### config.mk
export PLATFORM = sky130hd
export DESIGN_NAME = manifest_header_crc_validator_flat
export DESIGN_NICKNAME = d
export VERILOG_FILES = /design/src/design/mhcv_pkg.sv /design/src/design/mhcv_if.sv /design/src/design/mhcv_hdr_check.sv /design/src/design/manifest_header_crc_validator.sv /design/src/flat_wrapper.sv
export SDC_FILE = /design/constraint.sdc
export NUM_CORES = 1
export LEC_CHECK = 0
export ABC_CLOCK_PERIOD_IN_PS = 7350
export BUFFER_PORTS_ARGS = -buffer_cell sky130_fd_sc_hd__buf_2
export CAP_MARGIN = 20
export CORE_MARGIN = 4
export CORE_UTILIZATION = 40
export CTS_BUF_LIST = sky130_fd_sc_hd__clkbuf_16
export DETAILED_ROUTE_END_ITERATION = 8
export SYNTH_ARGS = -nofsm -noshare
export SYNTH_HDL_FRONTEND = slang
export SYNTH_HIERARCHICAL = 1
export SYNTH_SLANG_ARGS = --single-unit
### constraint.sdc
create_clock -name clk_i -period 7.35 [get_ports clk_i]
set_clock_uncertainty 0.1 [all_clocks]
set_input_delay 1.1025 -clock clk_i [delete_from_list [all_inputs] [get_ports clk_i]]
set_output_delay 1.1025 -clock clk_i [all_outputs]
set_load 0.01 [all_outputs]
### src/design/mhcv_pkg.sv
`timescale 1ns / 1ps

package mhcv_pkg;

  // Header layout and framing.
  localparam int unsigned HdrLen  = 36;
  localparam int unsigned PosW    = 6;
  localparam int unsigned RecLen  = 24;

  // Field widths of the configuration registers.
  localparam int unsigned IdxCrcW  = 32;
  localparam int unsigned MaxRecW  = 21;
  localparam int unsigned MaxPoolW = 26;

  // Payload length: record count times 24 plus pool size, both already
  // bounded by the limit registers when the length is used.
  localparam int unsigned RemW = 27;

  localparam logic [31:0] CrcPoly = 32'hEDB8_8320;
  localparam logic [31:0] CrcOnes = 32'hFFFF_FFFF;

  localparam logic [IdxCrcW-1:0]  IdxCrcRst  = '0;
  localparam logic [MaxRecW-1:0]  MaxRecRst  = 21'd100000;
  localparam logic [MaxPoolW-1:0] MaxPoolRst = 26'd33554432;

  typedef enum logic [1:0] {
    PH_HEADER,
    PH_PAYLOAD,
    PH_DONE
  } phase_e;

  typedef enum logic [1:0] {
    ST_OK,
    ST_BAD_HEADER,
    ST_SHORT,
    ST_MISMATCH
  } status_e;

  typedef enum logic [1:0] {
    CFG_INDEX_CRC,
    CFG_MAX_RECORDS,
    CFG_MAX_POOL
  } cfg_index_e;

  // Item operation codes.
  localparam logic OP_BYTE = 1'b0;
  localparam logic OP_EOF  = 1'b1;

  // Decoded meaning of one header byte.
  typedef struct packed {
    logic       bad;      // byte violates a fixed field
    logic       rec_we;   // byte belongs to the record count
    logic       pool_we;  // byte belongs to the pool size
    logic       crc_we;   // byte belongs to the stored payload CRC
    logic [1:0] lane;     // byte lane within the 32-bit field
  } hdr_dec_t;

  // One byte of reflected CRC-32, eight bit steps unrolled.
  function automatic logic [31:0] crc_byte(input logic [31:0] c_in, input logic [7:0] b);
    logic [31:0] c;
    c = c_in ^ {24'd0, b};
    for (int k = 0; k < 8; k++) begin
      c = (c >> 1) ^ (CrcPoly & {32{c[0]}});
    end
    return c;
  endfunction

  // Magic tag "FPMNF01", one character per header position.
  function automatic logic [7:0] magic_byte(input logic [2:0] p);
    logic [7:0] m;
    unique case (p)
      3'd0:    m = 8'h46;
      3'd1:    m = 8'h50;
      3'd2:    m = 8'h4D;
      3'd3:    m = 8'h4E;
      3'd4:    m = 8'h46;
      3'd5:    m = 8'h30;
      3'd6:    m = 8'h31;
      default: m = 8'h00;
    endcase
    return m;
  endfunction

endpackage

### src/design/mhcv_if.sv
`timescale 1ns / 1ps

// Input channel: one file byte or an end-of-file item.
interface mhcv_in_if;
  logic       valid;
  logic       ready;
  logic       op;
  logic [7:0] data_byte;

  modport source (output valid, output op, output data_byte, input ready);
  modport sink   (input valid, input op, input data_byte, output ready);
endinterface

// Result channel: one verdict per file.
interface mhcv_out_if;
  logic        valid;
  logic        ready;
  logic [1:0]  status;
  logic [31:0] computed_crc;

  modport source (output valid, output status, output computed_crc, input ready);
  modport sink   (input valid, input status, input computed_crc, output ready);
endinterface

// Configuration write channel.
interface mhcv_cfg_if;
  logic        valid;
  logic        ready;
  logic [1:0]  index;
  logic [31:0] data;

  modport source (output valid, output index, output data, input ready);
  modport sink   (input valid, input index, input data, output ready);
endinterface

### src/design/mhcv_hdr_check.sv
`timescale 1ns / 1ps

module mhcv_hdr_check (
  input  logic [mhcv_pkg::PosW-1:0]    pos_i,
  input  logic [7:0]                   data_byte_i,
  input  logic [mhcv_pkg::IdxCrcW-1:0] index_crc_i,
  output mhcv_pkg::hdr_dec_t           dec_o
);
  import mhcv_pkg::*;

  logic [7:0] want;

  // Decode the header position and check the fixed fields.
  always_comb begin
    dec_o      = '0;
    dec_o.lane = pos_i[1:0];
    want       = 8'd0;
    if (pos_i < 6'd7) begin
      dec_o.bad = (data_byte_i != magic_byte(pos_i[2:0]));
    end else if (pos_i >= 6'd8 && pos_i <= 6'd13) begin
      if (pos_i[0]) begin
        want = 8'd0;
      end else if (pos_i == 6'd8) begin
        want = 8'd1;
      end else if (pos_i == 6'd10) begin
        want = 8'(HdrLen);
      end else begin
        want = 8'(RecLen);
      end
      dec_o.bad = (data_byte_i != want);
    end else if (pos_i >= 6'd16 && pos_i <= 6'd19) begin
      dec_o.rec_we = 1'b1;
    end else if (pos_i >= 6'd20 && pos_i <= 6'd23) begin
      dec_o.pool_we = 1'b1;
    end else if (pos_i >= 6'd24 && pos_i <= 6'd27) begin
      dec_o.crc_we = 1'b1;
    end else if (pos_i >= 6'd28 && pos_i <= 6'd31) begin
      dec_o.bad = (data_byte_i != index_crc_i[8*pos_i[1:0] +: 8]);
    end else if (pos_i >= 6'd32 && pos_i <= 6'd35) begin
      want      = (pos_i == 6'd32) ? 8'd1 : 8'd0;
      dec_o.bad = (data_byte_i != want);
    end
  end

endmodule

### src/design/manifest_header_crc_validator.sv
`timescale 1ns / 1ps

// Manifest header and payload CRC validator.
// A file enters on in_i as one item per byte (op 0), closed by an
// end-of-file item (op 1). The 36-byte header is checked as it streams
// by; after a good header a reflected CRC-32 runs over the payload, whose
// length is record count times 24 plus pool size, and is compared with the
// CRC stored in the header. One verdict item leaves on out_o per file:
// ok, bad header, short file or CRC mismatch. Bytes after the verdict are
// dropped; end of file always rearms the block for the next file.
// Throughput is one item per cycle: each byte passes through one CRC byte
// step and the header compare, between the state registers and the result
// register. A verdict appears on out_o in the cycle after the deciding item.
// The result register is the only buffer: while a verdict waits on a
// stalled receiver, in_i.ready is low and every input item waits, whether
// or not it would produce a verdict; in_i.ready follows out_o.ready in the
// same cycle, so a verdict taken frees the input at once.
// Reset empties the result register, loads the limit registers with their
// defaults and puts the block at the start of a header. Configuration
// writes on cfg_i are always ready and take effect the next cycle.
module manifest_header_crc_validator (
  input  logic clk_i,
  input  logic rst_ni,
  mhcv_in_if.sink    in_i,
  mhcv_out_if.source out_o,
  mhcv_cfg_if.sink   cfg_i
);
  import mhcv_pkg::*;

  // Configuration registers.
  logic [IdxCrcW-1:0]  index_crc_q;
  logic [MaxRecW-1:0]  max_rec_q;
  logic [MaxPoolW-1:0] max_pool_q;

  // Per-file state.
  phase_e          phase_q, phase_d;
  logic [PosW-1:0] pos_q;
  logic            hdr_bad_q;
  logic [31:0]     rec_total_q;
  logic [31:0]     pool_total_q;
  logic [31:0]     stored_crc_q;
  logic [RemW-1:0] rem_q;
  logic [31:0]     crc_q;

  // Result register.
  logic        out_valid_q;
  logic [1:0]  status_q;
  logic [31:0] res_crc_q;

  logic        in_fire;
  logic        is_byte;
  logic        is_eof;
  hdr_dec_t    dec;
  logic        hdr_last;
  logic        limit_bad;
  logic        hdr_fail;
  logic [RemW-1:0] rem_calc;
  logic [31:0] crc_next;
  logic        pay_last;
  logic        emit;
  status_e     emit_status;
  logic [31:0] emit_crc;

  assign in_i.ready  = !out_valid_q || out_o.ready;
  assign in_fire     = in_i.valid && in_i.ready;
  assign is_byte     = in_fire && (in_i.op == OP_BYTE);
  assign is_eof      = in_fire && (in_i.op == OP_EOF);
  assign cfg_i.ready = 1'b1;

  mhcv_hdr_check u_hdr_check (
    .pos_i       (pos_q),
    .data_byte_i (in_i.data_byte),
    .index_crc_i (index_crc_q),
    .dec_o       (dec)
  );

  // Header close-out: limits, total verdict and payload length.
  assign hdr_last  = (pos_q == PosW'(HdrLen - 1));
  assign limit_bad = (rec_total_q > {11'd0, max_rec_q}) ||
                     (pool_total_q > {6'd0, max_pool_q});
  assign hdr_fail  = hdr_bad_q || dec.bad || limit_bad;
  assign rem_calc  = {2'd0, rec_total_q[MaxRecW-1:0], 4'd0} +
                     {3'd0, rec_total_q[MaxRecW-1:0], 3'd0} +
                     {1'b0, pool_total_q[MaxPoolW-1:0]};

  // Payload CRC step.
  assign crc_next = crc_byte(crc_q, in_i.data_byte);
  assign pay_last = (rem_q == RemW'(1));

  // Next phase.
  always_comb begin
    phase_d = phase_q;
    if (is_eof) begin
      phase_d = PH_HEADER;
    end else if (is_byte) begin
      unique case (phase_q)
        PH_HEADER: begin
          if (hdr_last) begin
            phase_d = (hdr_fail || rem_calc == '0) ? PH_DONE : PH_PAYLOAD;
          end
        end
        PH_PAYLOAD: begin
          if (pay_last) begin
            phase_d = PH_DONE;
          end
        end
        PH_DONE:  phase_d = PH_DONE;
        default:  phase_d = PH_HEADER;
      endcase
    end
  end

  // Verdict for the current item, if it decides one.
  always_comb begin
    emit        = 1'b0;
    emit_status = ST_OK;
    emit_crc    = '0;
    if (is_eof) begin
      unique case (phase_q)
        PH_HEADER: begin
          emit        = 1'b1;
          emit_status = ST_BAD_HEADER;
        end
        PH_PAYLOAD: begin
          emit        = 1'b1;
          emit_status = ST_SHORT;
          emit_crc    = ~crc_q;
        end
        PH_DONE:  emit = 1'b0;
        default:  emit = 1'b0;
      endcase
    end else if (is_byte) begin
      unique case (phase_q)
        PH_HEADER: begin
          if (hdr_last) begin
            if (hdr_fail) begin
              emit        = 1'b1;
              emit_status = ST_BAD_HEADER;
            end else if (rem_calc == '0) begin
              emit        = 1'b1;
              emit_status = (stored_crc_q == 32'd0) ? ST_OK : ST_MISMATCH;
            end
          end
        end
        PH_PAYLOAD: begin
          if (pay_last) begin
            emit        = 1'b1;
            emit_crc    = ~crc_next;
            emit_status = (~crc_next == stored_crc_q) ? ST_OK : ST_MISMATCH;
          end
        end
        PH_DONE:  emit = 1'b0;
        default:  emit = 1'b0;
      endcase
    end
  end

  // Configuration writes; indexes beyond the list are dropped.
  always_ff @(posedge clk_i or negedge rst_ni) begin
    if (!rst_ni) begin
      index_crc_q <= IdxCrcRst;
      max_rec_q   <= MaxRecRst;
      max_pool_q  <= MaxPoolRst;
    end else if (cfg_i.valid && cfg_i.ready) begin
      if (cfg_i.index == CFG_INDEX_CRC) begin
        index_crc_q <= cfg_i.data;
      end else if (cfg_i.index == CFG_MAX_RECORDS) begin
        max_rec_q <= cfg_i.data[MaxRecW-1:0];
      end else if (cfg_i.index == CFG_MAX_POOL) begin
        max_pool_q <= cfg_i.data[MaxPoolW-1:0];
      end
    end
  end

  // Per-file state.
  always_ff @(posedge clk_i or negedge rst_ni) begin
    if (!rst_ni) begin
      phase_q      <= PH_HEADER;
      pos_q        <= '0;
      hdr_bad_q    <= 1'b0;
      rec_total_q  <= '0;
      pool_total_q <= '0;
      stored_crc_q <= '0;
      rem_q        <= '0;
      crc_q        <= CrcOnes;
    end else begin
      phase_q <= phase_d;
      if (is_eof) begin
        pos_q        <= '0;
        hdr_bad_q    <= 1'b0;
        rec_total_q  <= '0;
        pool_total_q <= '0;
        stored_crc_q <= '0;
        rem_q        <= '0;
        crc_q        <= CrcOnes;
      end else if (is_byte && phase_q == PH_HEADER) begin
        pos_q <= pos_q + PosW'(1);
        // A fixed-field violation, or a limit failure on the last byte.
        if (dec.bad || (hdr_last && limit_bad)) begin
          hdr_bad_q <= 1'b1;
        end
        if (dec.rec_we) begin
          rec_total_q[8*dec.lane +: 8] <= in_i.data_byte;
        end
        if (dec.pool_we) begin
          pool_total_q[8*dec.lane +: 8] <= in_i.data_byte;
        end
        if (dec.crc_we) begin
          stored_crc_q[8*dec.lane +: 8] <= in_i.data_byte;
        end
        if (hdr_last) begin
          rem_q <= rem_calc;
          crc_q <= CrcOnes;
        end
      end else if (is_byte && phase_q == PH_PAYLOAD) begin
        crc_q <= crc_next;
        rem_q <= rem_q - RemW'(1);
      end
    end
  end

  // Result register.
  always_ff @(posedge clk_i or negedge rst_ni) begin
    if (!rst_ni) begin
      out_valid_q <= 1'b0;
    end else if (emit) begin
      out_valid_q <= 1'b1;
    end else if (out_o.ready) begin
      out_valid_q <= 1'b0;
    end
  end

  always_ff @(posedge clk_i) begin
    if (emit) begin
      status_q  <= emit_status;
      res_crc_q <= emit_crc;
    end
  end

  assign out_o.valid        = out_valid_q;
  assign out_o.status       = status_q;
  assign out_o.computed_crc = res_crc_q;

endmodule

### src/flat_wrapper.sv
// flat-port wrapper written by rule: the top's interface ports become plain ports
module manifest_header_crc_validator_flat import mhcv_pkg::*;
  (clk_i, rst_ni, in_i_valid, in_i_op, in_i_data_byte, in_i_ready, out_o_valid, out_o_status, out_o_computed_crc, out_o_ready, cfg_i_valid, cfg_i_index, cfg_i_data, cfg_i_ready);
  mhcv_in_if in_i_i ();
  mhcv_out_if out_o_i ();
  mhcv_cfg_if cfg_i_i ();
  input  logic clk_i;
  input  logic rst_ni;
  input wire logic [$bits(in_i_i.valid)-1:0] in_i_valid;
  input wire logic [$bits(in_i_i.op)-1:0] in_i_op;
  input wire logic [$bits(in_i_i.data_byte)-1:0] in_i_data_byte;
  output wire logic [$bits(in_i_i.ready)-1:0] in_i_ready;
  output wire logic [$bits(out_o_i.valid)-1:0] out_o_valid;
  output wire logic [$bits(out_o_i.status)-1:0] out_o_status;
  output wire logic [$bits(out_o_i.computed_crc)-1:0] out_o_computed_crc;
  input wire logic [$bits(out_o_i.ready)-1:0] out_o_ready;
  input wire logic [$bits(cfg_i_i.valid)-1:0] cfg_i_valid;
  input wire logic [$bits(cfg_i_i.index)-1:0] cfg_i_index;
  input wire logic [$bits(cfg_i_i.data)-1:0] cfg_i_data;
  output wire logic [$bits(cfg_i_i.ready)-1:0] cfg_i_ready;
  assign in_i_i.valid = in_i_valid;
  assign in_i_i.op = in_i_op;
  assign in_i_i.data_byte = in_i_data_byte;
  assign in_i_ready = in_i_i.ready;
  assign out_o_valid = out_o_i.valid;
  assign out_o_status = out_o_i.status;
  assign out_o_computed_crc = out_o_i.computed_crc;
  assign out_o_i.ready = out_o_ready;
  assign cfg_i_i.valid = cfg_i_valid;
  assign cfg_i_i.index = cfg_i_index;
  assign cfg_i_i.data = cfg_i_data;
  assign cfg_i_ready = cfg_i_i.ready;
  manifest_header_crc_validator u_core (.clk_i(clk_i), .rst_ni(rst_ni), .in_i(in_i_i), .out_o(out_o_i), .cfg_i(cfg_i_i));
endmodule
# Word-level counts from Yosys, hierarchy flattened
# Index checks and enable logic that the tools add are counted.
[classes]
magnitude_cmp = 15
n_mux = 78
addsub = 5
n_eq_ne = 23
n_reduce_logical = 43
shifts = 3
n_bitwise = 14
[op_table]
columns = ["op", "n"]
rows = [
  ["32-bit two-way mux", 18],
  ["31-bit by 32-bit bitwise XOR with 32-bit output", 8],
  ["27-bit two-way mux", 4],
  ["32-bit bitwise mux", 3],
  ["32-bit NOT", 2],
  ["7-bit one-hot mux with 6 select lines", 1],
  ["5-bit negation with 34-bit output", 1],
  ["8-bit by 34-bit variable shift with 32-bit output (first input constant)", 1],
  ["8-bit by 34-bit indexed part select with 32-bit output", 1],
  ["32-bit equality test", 1],
  ["32-bit by 21-bit > comparator with 1-bit output", 1],
  ["32-bit by 26-bit > comparator with 1-bit output", 1],
  ["32-bit zero test", 1],
  ["32-bit by 6-bit indexed part select with 8-bit output", 1],
  ["32-bit by 8-bit bitwise XOR with 32-bit output", 1],
  ["6-bit two-way mux", 5],
  ["2-bit two-way mux", 14],
  ["27-bit by 26-bit adder with 27-bit output", 1],
  ["27-bit by 1-bit equality test with 1-bit output (second input constant)", 1],
  ["27-bit zero test", 1],
  ["27-bit by 1-bit subtractor with 27-bit output (second input constant)", 1],
  ["25-bit by 24-bit adder with 26-bit output", 1],
  ["6-bit by 5-bit greater-or-equal comparator with 1-bit output (second input constant)", 4],
  ["6-bit by 5-bit less-or-equal comparator with 1-bit output (second input constant)", 4],
  ["other kinds (34)", 104],
]
[word_totals]
inputBits = 48
register_bits = 278
wordCells = 195
out_inout_bits = 37

# Longest topological paths before layout
[logic_depth]
word_depth = 18
mapped_depth = 14

# Modules after synthesis
# Netlist, hierarchy kept.
[modules_own_cells]
columns = ["module", "area_each_um2", "instances", "seq_area_each_um2", "cells_per_inst"]
rows = [
  ["manifest_header_crc_validator", 15685.0, 1, 7175.6, 1472],
  ["mhcv_hdr_check", 740.7, 1, 0.0, 95],
]

# Worst setup path after synthesis
# OpenSTA, ideal clock, no wires.
[synth_path]
kind = "reg2reg"
startpoint = "reg u_core.rec_total_q[0]"
endpoint = "reg u_core.res_crc_q[0], in the netlist u_core/out_o.computed_crc[0] (enable)"
t_arrival_ns = 4.961
setup_time_ns = 0.429
path_stages_with_launch = 14
slack_ns = 1.859
period_less_slack_ns = 5.491
path_cell_list = "dfrtp_1 > fa_1 > ha_1 > inv_1 > fa_1 > nand2b_1 > a211oi_1 > o21ai_0 > a2111oi_0 > a211o_1 > mux2_2 > nor4b_2 > a41oi_1 > o21ai_1"
[synth_between]
elab_chain_cells = 9
word_cells_on_any_way = 12
cone_classes = "add/sub: 2; order compare: 1; mux: 6; reduce/logical: 3"
[synth_lines]
columns = ["item", "line_no", "rtl"]
rows = [
  ["start: declaration", "manifest_header_crc_validator.sv:39", "logic [31:0] rec_total_q;"],
  ["start signal: indexed assignment", "manifest_header_crc_validator.sv:203", "rec_total_q[8*dec.lane +: 8] <= in_i.data_byte;"],
  ["25-bit by 24-bit adder with 26-bit output", "manifest_header_crc_validator.sv:82", "assign rem_calc = {2'd0, rec_total_q[MaxRecW-1:0], 4'd0} +"],
  ["27-bit by 26-bit adder with 27-bit output", "manifest_header_crc_validator.sv:83", "{3'd0, rec_total_q[MaxRecW-1:0], 3'd0} +"],
  ["27-bit zero test", "manifest_header_crc_validator.sv:139", "end else if (rem_calc == '0) begin"],
  ["1-bit two-way mux", "manifest_header_crc_validator.sv:139", ""],
  ["1-bit two-way mux (*)", "manifest_header_crc_validator.sv:136", "if (hdr_fail) begin"],
  ["1-bit two-way mux (*)", "manifest_header_crc_validator.sv:135", "if (hdr_last) begin"],
  ["1-bit one-hot mux with 2 select lines (*)", "manifest_header_crc_validator.sv:133", "unique case (phase_q)"],
  ["1-bit two-way mux (*)", "manifest_header_crc_validator.sv:132", "end else if (is_byte) begin"],
  ["1-bit two-way mux (*)", "manifest_header_crc_validator.sv:118", "if (is_eof) begin"],
  ["named net u_core.emit", "manifest_header_crc_validator.sv:60", "logic emit;"],
  ["end signal: assignment", "manifest_header_crc_validator.sv:236", "res_crc_q <= emit_crc;"],
  ["end: declaration", "manifest_header_crc_validator.sv:48", "logic [31:0] res_crc_q;"],
]
# The timed path passes the listed nets; every way through them passes the cells marked *.
# A chain may end at the register's enable or synchronous reset.

# Final worst setup path
[layout_path]
startpoint = "reg u_core.rec_total_q[0]"
endpoint = "reg u_core.res_crc_q[25], in the netlist u_core/out_o.computed_crc[25] (enable)"
# The elaborated chain is that of the path after synthesis.

==> results.json <==
{
  "status": "finished, final reports clean",
  "setup_viol": 0,
  "crit_chain": "fa_1 > ha_1 > inv_1 > fa_1 > nand2b_1 > a211oi_1 > o21ai_0 > a2111oi_0 > a211o_1 > mux2_2 > nor4b_2 > a41oi_1 > o21ai_4 > buf_12",
  "syn_nets": 1717,
  "dp_hpwl_mm": 32.24,
  "worst_pin_slew_ps": 1191,
  "highest_layer": "met4",
  "ff2ff_setup_slack_ps": 2520,
  "diodes": 0,
  "finalHoldViolCount": 0,
  "rsz0062_at_grt": "false",
  "synth-edff-count": 34,
  "drc": 0,
  "rows": 73,
  "p_leak_nw": 8.217,
  "max-vdd-ir-drop_mv": 0.2176,
  "startpoint_type": "flop",
  "relSlewSlack_pct": 20.61,
  "grt_pass1_wl_mm": 70.63,
  "ys.flop_type": "dfrtp_1",
  "path_delay_family": "compound AO/OA/AOI/OAI gates",
  "min_to": "u_core/crc_q[9]$_DFFE_PN1P_",
  "power_w": 0.006890,
  "finalCritPeriodShare_pct": 65.72,
  "timing.rr.start": "u_core/rec_total_q[0]$_DFFE_PN0P_",
  "synth_seq_area_share_pct": 43.69,
  "globalplace.congestion": 0.8969,
  "dr_wl_met3_mm": 2.611,
  "grt_pass1_vias": 12180,
  "antenna_found_initial": 0,
  "ios": 85,
  "grtUsageTotal_pct": 19.76,
  "p_per_area_nw_per_um2": 374.7,
  "routedWlPerCell_um": 20.24,
  "hold_depth": 2,
  "ant_nets": 0,
  "wl_mm": 44.12,
  "cp_slowest_stage_delay_ps": 560,
  "slew_violations": 0,
  "numCtsBuffers": 31,
  "die_w_um": 210.6,
  "yosys.area.top_type": "dfrtp_1",
  "htree_levels": 1,
  "holdWs_ps": 369.8,
  "numPortBuffers": 83,
  "setup_ws_ps": 2519,
  "fin_setup_tns_ps": 0,
  "fmax_ghz": 0.2070,
  "viasPerCell": 5.622,
  "drt_iter0_drc": 933,
  "layout_common_cells": "205 x dfrtp_1, 170 x nand2_1, 146 x o21ai_0",
  "postCtsSetupBuffers": 0,
  "cts-root-buf": "clkbuf_16",
  "required_ps": 7520,
  "finalCriticalPeriod_ps": 4831,
  "yosys.area.top_type_share_pct": 31.23,
  "insertion_delay_ps": 580,
  "placed_area_um2": 17300,
  "tritoncts": "yes",
  "r2r_end": "u_core/out_o.computed_crc[25]$_DFFE_PP_",
  "async_flop_share_pct": 87.77,
  "critical_path_buf_inv_count": 2,
  "pre_cts_slack_ps": 2026,
  "cp.arrival_ps": 5000,
  "layout-drive-gt1-share_pct": 18.01,
  "reg2reg_depth": 14,
  "die_height_um": 210.6,
  "cts.sinks": 278,
  "yosysWarnings": 6,
  "yosys_register_bits": 278,
  "syn_avg_cell_area_um2": 10.48,
  "cts_hold_buf": 0,
  "overflow": 0,
  "grt_max_degree": 146,
  "clockBufferDepth": 3,
  "firstDrtPassIters": 5,
  "hold_path_class": "reg2reg",
  "die_area_um2": 44370,
  "design.core.area_um2": 40190,
  "synth.area.top_cells": "dfrtp_1 31%, dfstp_2 6.2%, edfxtp_1 6.2%",
  "initial_core_util_pct": 40.87,
  "post_cts_resized": 0,
  "final_cell_area_um2": 18390,
  "syn_area_um2": 16430,
  "crit_type": "reg2reg",
  "crit_top_cell": "fa_1",
  "critPathSlowestCell": "fa_1",
  "drv_cap": 0,
  "wl_met2_mm": 19.83,
  "clk_pin_slew_ps": 70,
  "m1WireLength_mm": 20.65,
  "mostFrequentLayoutCell": "dfrtp_1",
  "area.growth.synth_to_final_pct": 11.96,
  "crit_fanout": 31,
  "synth_cell_type_count": 83,
  "synth_cells": 1567,
  "nets": 1782,
  "route.vias.total": 12260,
  "worstSetupEndpointType": "flop",
  "min-delay-start": "u_core/crc_q[9]$_DFFE_PN1P_"
}
where the power goes:
| group | internal [W] | total (W) | switching (W) |
|---|---|---|---|
| sequential | 0.00193 | 0.00227 | 0.000340 |
| clock | 0.000899 | 0.00154 | 0.000642 |
| combinational | 0.00134 | 0.00308 | 0.00174 |
| total | 0.00417 | 0.00689 | 0.00272 |
metal layers:
metal / track usage [%] / up-vias
met2: 30.77 / 349
met3: 3.178 / 62
met1: 29.06 / 6025
met4: 4.874 / 0
met5: 0 / -
li1: - / 5821
flip-flops by register name, indices dropped and copies added (netlist names), 2 cells and up:
signal                     count
u_core/crc_q                  32
u_core/index_crc_q            32
u_core/out_o.computed_crc     32
u_core/pool_total_q           32
u_core/rec_total_q            32
u_core/stored_crc_q           32
u_core/rem_q                  27
u_core/max_pool_q             26
u_core/max_rec_q              21
u_core/pos_q                   6
u_core/out_o.status            2
u_core/phase_q                 2
metrics by stage:
stage	instances	util (%)
final	2180	45.76
after global routing	2180	45.76
after CTS	2173	45.53
after detailed placement	2117	43.05
after global placement	2117	43.05
after floorplan	1567	-
logic make-up (layout without fill, tap and decap cells):
logic type / count (synthesis) / count (layout) / synth area share [%]
multiplexers: 94 / 94 / 6.894
adder cells (fa/ha/maj): 102 / 102 / 8.729
flip-flops: 278 / 278 / 43.69
AO/OA/AOI/OAI: 412 / 412 / 15.69
buffers and inverters: 138 / 226 / 3.588
XOR/XNOR: 135 / 135 / 9.484
AND/OR/NAND/NOR: 407 / 407 / 11.91
other: 1 / 1 / 0.02283
cell usage after synthesis (6+ instances only):
cell / instances
nor2_1: 69
o21a_1: 7
nand2_1: 170
mux2_2: 80
o21ai_0: 146
mux2i_1: 7
nand2b_1: 11
nor3_1: 36
ha_1: 81
o21ai_1: 7
a22o_1: 29
o31ai_1: 7
or3_1: 14
xnor2_4: 12
o22a_1: 24
and3_1: 13
xnor3_1: 6
fa_1: 21
edfxtp_1: 34
clkbuf_1: 45
a21oi_1: 71
inv_1: 67
a31oi_1: 23
buf_1: 8
a21o_1: 23
buf_2: 8
nand4_1: 22
dfstp_2: 39
nand3_1: 18
o22ai_1: 35
xnor2_1: 63
nor4_1: 21
dfrtp_1: 205
xor2_1: 46
worst min-delay path, stage by stage, from the launching register on:
cell and delay (ps):
dfstp_2 380, nand2_1 50, nand2_1 40
layout make-up:
class	instances	area [µm²]
well taps	525	656.9
flip-flops and latches	278	7176
multi-input cells	1151	8683
clock buffers	31	775.7
fillers	3774	21800
inverters	67	251.5
clock inverters	25	219.0
repair buffers	103	628.1
worst max-delay path by stage:
stage / startpoint / end / cells past startpoint
after global routing: u_core/rec_total_q[0]$_DFFE_PN0P_ / u_core/out_o.computed_crc[27]$_DFFE_PP_ / 14
final: u_core/rec_total_q[0]$_DFFE_PN0P_ / u_core/out_o.computed_crc[25]$_DFFE_PP_ / 14
after floorplan: u_core/rec_total_q[0]$_DFFE_PN0P_ / u_core/out_o.computed_crc[0]$_DFFE_PP_ / 13
after detailed placement: u_core/rec_total_q[0]$_DFFE_PN0P_ / u_core/out_o.computed_crc[22]$_DFFE_PP_ / 13
after CTS: u_core/rec_total_q[0]$_DFFE_PN0P_ / u_core/out_o.computed_crc[31]$_DFFE_PP_ / 13
after global placement: u_core/rec_total_q[0]$_DFFE_PN0P_ / u_core/out_o.computed_crc[17]$_DFFE_PP_ / 13
No activity file was read; power rests on OpenSTA's default activity.
